<file path="src/rtl/assert_macros.svh">
// Assertion macros shared by the RTL of the separation test core.
// No dependencies; included by files that carry concurrent checks.
`ifndef ASSERT_MACROS_SVH
`define ASSERT_MACROS_SVH

// Property must hold at every clock edge outside reset.
`define ASSERT_CLK(label, clk, rst_n, prop, msg) \
	label: assert property (@(posedge clk) disable iff (!rst_n) prop) else $error(msg);

// Property must never hold at a clock edge outside reset.
`define ASSERT_NEVER(label, clk, rst_n, prop, msg) \
	label: assert property (@(posedge clk) disable iff (!rst_n) !(prop)) else $error(msg);

`endif

</file>
<file path="src/rtl/stst_pkg.sv">
// Shared constants for the sphere-triangle separation test core.
// No dependencies; used by stst_mul and the top level.
`default_nettype none
package stst_pkg;
	localparam int COORD_BITS_DEF = 16;
	localparam int RADIUS_BITS    = 15;
	// limb width of the partial-product multiplier
	localparam int MUL_LIMB       = 24;
	// cycles from multiplier operands to registered product
	localparam int MUL_LAT        = 4;
endpackage
`default_nettype wire

</file>
<file path="src/rtl/stst_mul.sv">
// Pipelined exact signed multiplier built from unsigned limb products.
// Depends on stst_pkg; one product per cycle.
`default_nettype none
module stst_mul import stst_pkg::*; #(
	parameter int AW = 16,
	parameter int BW = 16
) (
	input  logic                     clk,
	input  logic signed [AW-1:0]     a,
	input  logic signed [BW-1:0]     b,
	output logic signed [AW+BW-1:0]  p
);
	localparam int NA = (AW + MUL_LIMB - 1) / MUL_LIMB;
	localparam int NB = (BW + MUL_LIMB - 1) / MUL_LIMB;
	localparam int MA = NA * MUL_LIMB;
	localparam int MB = NB * MUL_LIMB;
	localparam int PW = MA + MB;

	logic [AW-1:0]           abs_a;
	logic [BW-1:0]           abs_b;
	logic [MA-1:0]           mag_a_s1;
	logic [MB-1:0]           mag_b_s1;
	logic                    neg_s1, neg_s2, neg_s3;
	logic [2*MUL_LIMB-1:0]   pp_s2 [NA][NB];
	logic [PW-1:0]           sum_c;
	logic [PW-1:0]           sum_s3;

	// take magnitudes, remember the product sign
	assign abs_a = a[AW-1] ? AW'(-a) : AW'(a);
	assign abs_b = b[BW-1] ? BW'(-b) : BW'(b);

	// align and add the limb products
	always_comb begin
		sum_c = '0;
		for (int i = 0; i < NA; i++) begin
			for (int j = 0; j < NB; j++) begin
				sum_c = sum_c + (PW'(pp_s2[i][j]) << (MUL_LIMB * (i + j)));
			end
		end
	end

	always_ff @(posedge clk) begin
		mag_a_s1 <= MA'(abs_a);
		mag_b_s1 <= MB'(abs_b);
		neg_s1   <= a[AW-1] ^ b[BW-1];
		for (int i = 0; i < NA; i++) begin
			for (int j = 0; j < NB; j++) begin
				pp_s2[i][j] <= mag_a_s1[i*MUL_LIMB +: MUL_LIMB]
					* mag_b_s1[j*MUL_LIMB +: MUL_LIMB];
			end
		end
		neg_s2 <= neg_s1;
		sum_s3 <= sum_c;
		neg_s3 <= neg_s2;
		p      <= neg_s3 ? (AW+BW)'(PW'(0) - sum_s3) : (AW+BW)'(sum_s3);
	end
endmodule
`default_nettype wire

</file>
<file path="config.mk">
export PLATFORM = sky130hd
export DESIGN_NAME = stst_mul
export DESIGN_NICKNAME = d
export VERILOG_FILES = /design/src/rtl/assert_macros.svh /design/src/rtl/stst_pkg.sv /design/src/rtl/stst_mul.sv
export SDC_FILE = /design/constraint.sdc
export NUM_CORES = 1
export LEC_CHECK = 0
export CAP_MARGIN = 10
export CORE_MARGIN = 2
export CORE_UTILIZATION = 25
export CTS_BUF_LIST = sky130_fd_sc_hd__clkbuf_4
export CTS_CLUSTER_SIZE = 24
export DETAILED_ROUTE_END_ITERATION = 10
export DONT_BUFFER_PORTS = 1
export REMOVE_ABC_BUFFERS = 1
export SYNTH_ARGS = -nofsm -noshare
export SYNTH_HDL_FRONTEND = slang
export SYNTH_SLANG_ARGS = --single-unit
</file>
<file path="constraint.sdc">
create_clock -name clk -period 6.3 [get_ports clk]
set_input_delay 1.26 -clock clk [delete_from_list [all_inputs] [get_ports clk]]
set_output_delay 1.26 -clock clk [all_outputs]
set_load 0.02 [all_outputs]
</file>
Word-level counts from Yosys, hierarchy flattened
Memory sizes are Yosys's and may differ from the RTL's. A register that Yosys moved wholly into a read port is not among the register bits.
Cells that the tools add are included.
{"block": "op_classes", "n_addsub": 3, "multipliers": 1, "n_div": 0, "n_lt_le_gt_ge": 0, "n_eq_ne": 0, "shifts": 0, "n_mux": 3, "bitwise": 1, "n_reduce_logical": 0}
{"op": "16-bit by 16-bit multiplier with 32-bit output", "count": 1}
{"op": "32-bit 2-to-1 mux", "count": 1}
{"op": "16-bit negator", "count": 2}
{"op": "1-bit by 32-bit subtractor with 32-bit output (first input constant)", "count": 1}
{"op": "15-bit 2-to-1 mux", "count": 2}
{"op": "1-bit bitwise XOR", "count": 1}
{"block": "totals", "register_bits": 67, "latch_bits": 0, "ram_bits": 32, "rom_bits": 0, "in_bits": 33, "out_inout_bits": 32, "elab_cells": 17, "memories": 1}
{"name": "pp_s2", "depth": 1, "word_bits": 32, "read_ports": 1, "rd_ports_with_merged_regs": 1, "write_ports": 1, "line": "stst_mul.sv:24", "source": "logic [2*MUL_LIMB-1:0] pp_s2 [NA][NB];"}

Depth between registers and ports, before layout
{"block": "logic_depth", "word_depth": 2, "ltp_mapped": 22, "ltp_nobuf": 21}

Least setup slack after synthesis
OpenSTA, ideal clock, no wires.
{"block": "synth_path", "path_kind": "register -> register", "start": "reg mag_b_s1[1]", "end": "mem pp_s2[0][30] (netlist name)", "t_arrival_ns": 5.503, "required_ns": 6.228, "setup_slack_ns": 0.725, "path_stages_with_launch": 20, "n_path_buf": 1, "period_less_slack_ns": 5.575, "path_cell_list": "dfxtp_1 clkbuf_1 nand2_1 fa_1 fa_1 fa_1 fa_1 inv_1 fa_1 inv_1 fa_1 inv_1 ha_1 a21oi_1 o21a_1 nand2b_1 o211ai_1 o31a_1 a221oi_1 xnor2_1"}
{"block": "synth_between", "elab_chain_len": 1}
{"item": "start: declaration", "line": "stst_mul.sv:22", "source": "logic [MB-1:0] mag_b_s1;"}
{"item": "start signal: assignment", "line": "stst_mul.sv:44", "source": "mag_b_s1 <= MB'(abs_b);"}
{"item": "16-bit by 16-bit multiplier with 32-bit output", "line": "stst_mul.sv:49", "source": "* mag_b_s1[j*MUL_LIMB +: MUL_LIMB];"}
{"item": "end: declaration", "line": "stst_mul.sv:24"}
No other way between the ends.

Worst setup path in the final report
{"block": "layout_path", "start": "reg mag_b_s1[9]", "end": "mem pp_s2[0][30] (netlist name)"}
The elaborated chain is that of the path after synthesis.

==> impl_metrics.toml <==
[run_status]
status = "finished, final reports clean"

[grt]
grt_use_met2_pct = 18.69
antenna_found_initial = 2
grt_max_degree = 33
grt_pass1_wl_um = 48490
grt_pass1_vias = 9136
use_met1_pct = 17.02
grt_use_total_pct = 12.08
gr-usage-met3_pct = 2.825
busiest_layer = "met2"
grt-ovfl-total = 0

[synthesis]
synth_top_family_by_area = "adder cells"
synth-async-reset-ratio_pct = 0
synthCells = 1308
netlist_area_mm2 = 0.01239
synth_edf_count = 0
synthMuxAreaShare_pct = 0
synth_area_leader_cell = "fa_1"
avgSynthCellArea_um2 = 9.470
synthAdderAreaFrac_pct = 42.16
synth-seq-cells = 131
synth_seq_area_share_pct = 21.17
yosys.area_share.simple_pct = 15.45
synth_area_leaders = "fa_1, dfxtp_1, ha_1, inv_1, and2_1"
yosysTopAreaCellShare_pct = 31.35
synth_xor_area_share_pct = 6.081
yosysWarnings = 0
synth-compound-area-share_pct = 6.768
synth.distinct_cells = 50
ys.flop_type = "dfxtp_1"

[floorplan]
die_area_mm2 = 0.05134
num_io_pins = 65
die_height_um = 226.6
fp.dieW_um = 226.6
num_rows = 81
core_area_mm2 = 0.04895
initial_utilization_pct = 25.30

[critical_path]
worstReg2RegEnd = "pp_s2[0][30]$_DFF_P_"
crit_type = "register to register"
cp_data_required_time_ns = 6.79
worstSetupStartpointType = "register"
crit_start = "mag_b_s1[9]$_DFF_P_"
worstSetupEndpointType = "register"
reg2reg_depth = 17
rrSetupSlack_ns = 0.25
crit_fanout = 11
cp.arrival_ns = 6.54
r2r-start = "mag_b_s1[9]$_DFF_P_"

[placement]
place.port_buffers = 0
place_congestion = 0.8512
dp_hpwl_um = 23830

[clock_network]
cts_buffers = 17
cts-resized-gates = 0
cts_hold_buf = 0
cts_tree = "yes"
clk_pin_slew_worst_paths_ns = 0.15
post_cts_buffers = 0
clkLatencyLatePin_ns = 0.59
clk_path_buf_depth = 2
root_buffer = "clkbuf_4"
htreeDepth = 4
cts_sinks = 131

[layout]
final_nets = 1635
mostFrequentLayoutCell = "inv_1"
area_delta_synth_final_pct = 9.000
layout-drive-gt1-share_pct = 5.632
final_cell_mix = "inv_1, fa_1, nand2_1"

[detailed_routing]
viasPerCell = 4.307
finalWirelength_um = 29170
firstDrtPassIters = 6
vias = 8533
ant_nets = 0
drc = 0
wl_per_cell_um = 14.73
initialDrtViolationCount = 457

[timing]
fin_tns_setup_ns = 0
min_period_ns = 6.045
worst_pin_slew_ns = 1.028
max_freq_mhz = 165.4
min_period_over_period_pct = 95.95
finalSetupViolCount = 0
slew_viol_final = 0
clock_skew_ns = 0.04549
rsz0062_at_grt = "no"
final_hold_viol_count = 0
slew_headroom_pct = 31.37

[worst_hold_path]
hp-class = "register to register"
min_from = "pp_s2[0][23]$_DFF_P_"
hold_depth = 0
hold_end = "sum_s3[23]$_DFF_P_"

[flow_run]
drv_cap = 0
[critical path, stage by stage, from the launching register on]
cell,delay (ns)
dfxtp_1,0.75
buf_4,0.27
nand2_1,0.10
fa_1,0.47
fa_1,0.51
inv_1,0.05
fa_1,0.55
fa_1,0.43
fa_1,0.54
inv_1,0.07
fa_1,0.47
inv_1,0.04
ha_1,0.38
a21oi_1,0.26
o21ai_0,0.19
o31a_1,0.38
a221oi_1,0.33
xnor2_1,0.15
[cells by family (layout without fill, tap and decap cells)]
family,after synthesis,in the layout
compound gates,128,128
xor+xnor,86,86
fa+ha+maj,301,301
buf+inv,276,282
flops,131,131
other cells,0,3
simple gates,386,386
[area by class of cell]
cell class	instances	area, um^2
flip-flops and latches	131	2640
clock inverters	15	161.4
clock buffers	17	127.6
repair buffers	18	135.1
multi-input cells	901	8728
inverters	232	870.8
fillers	5132	35450
well taps	664	830.8
diodes	3	7.507
[cells in the mapped netlist, types with 4 or more instances]
master,instances
a211oi_1,5
a21o_1,9
a21oi_1,26
a31oi_1,6
and2_1,125
clkbuf_1,42
dfxtp_1,131
fa_1,194
ha_1,107
inv_1,231
nand2_1,182
nand2b_1,9
nand3_1,11
nand4_1,5
nor2_1,21
nor3_1,7
o21ai_0,18
o21ai_1,14
o21ai_2,4
o21bai_1,7
o31ai_1,16
o41ai_1,6
or3_1,11
xnor2_1,78
xor2_1,8
[metal layers]
layer | part of all wire [%] | wire [um]
met2 | 43 | 12670
met5 | 0 | 0
met3 | 6.4 | 1872
met4 | 1.4 | 418
met1 | 49 | 14210
[how the worst max path moves through the flow]
stage	cells after the start	slack, ns	to
2_1_floorplan	18	0.85	pp_s2[0][30]$_DFF_P_
3_3_place_gp	18	0.24	pp_s2[0][27]$_DFF_P_
3_5_place_dp	18	0.19	pp_s2[0][29]$_DFF_P_
4_1_cts	18	0.17	pp_s2[0][29]$_DFF_P_
5_1_grt	17	0.04	pp_s2[0][30]$_DFF_P_
6_report	17	0.25	pp_s2[0][30]$_DFF_P_
[metrics by stage]
step / hold WS (ns) / setup WS [ns] / cell area (um^2) / utilization [%] / cells
3_3_place_gp: 0.3114 / 0.2374 / 13190 / 26.94 / 1946
4_1_cts: 0.3085 / 0.1668 / 13480 / 27.53 / 1978
5_1_grt: 0.3127 / 0.04003 / 13500 / 27.58 / 1980
6_report: 0.3078 / 0.2549 / 13500 / 27.58 / 1981
2_1_floorplan: 0.3096 / 0.8518 / 12220 / - / 1264
3_5_place_dp: 0.3121 / 0.1890 / 13190 / 26.94 / 1946
[flip-flops by register name (all words and copies together) (netlist names)]
name,count
neg_s2,1
neg_s3,1
mag_a_s1,16
neg_s1,1
sum_s3,32
p,32
mag_b_s1,16
pp_s2,32
Power is left out: the tool's default activity adds up to more than one toggle a clock period on the data nets, which glitch-free logic cannot reach.
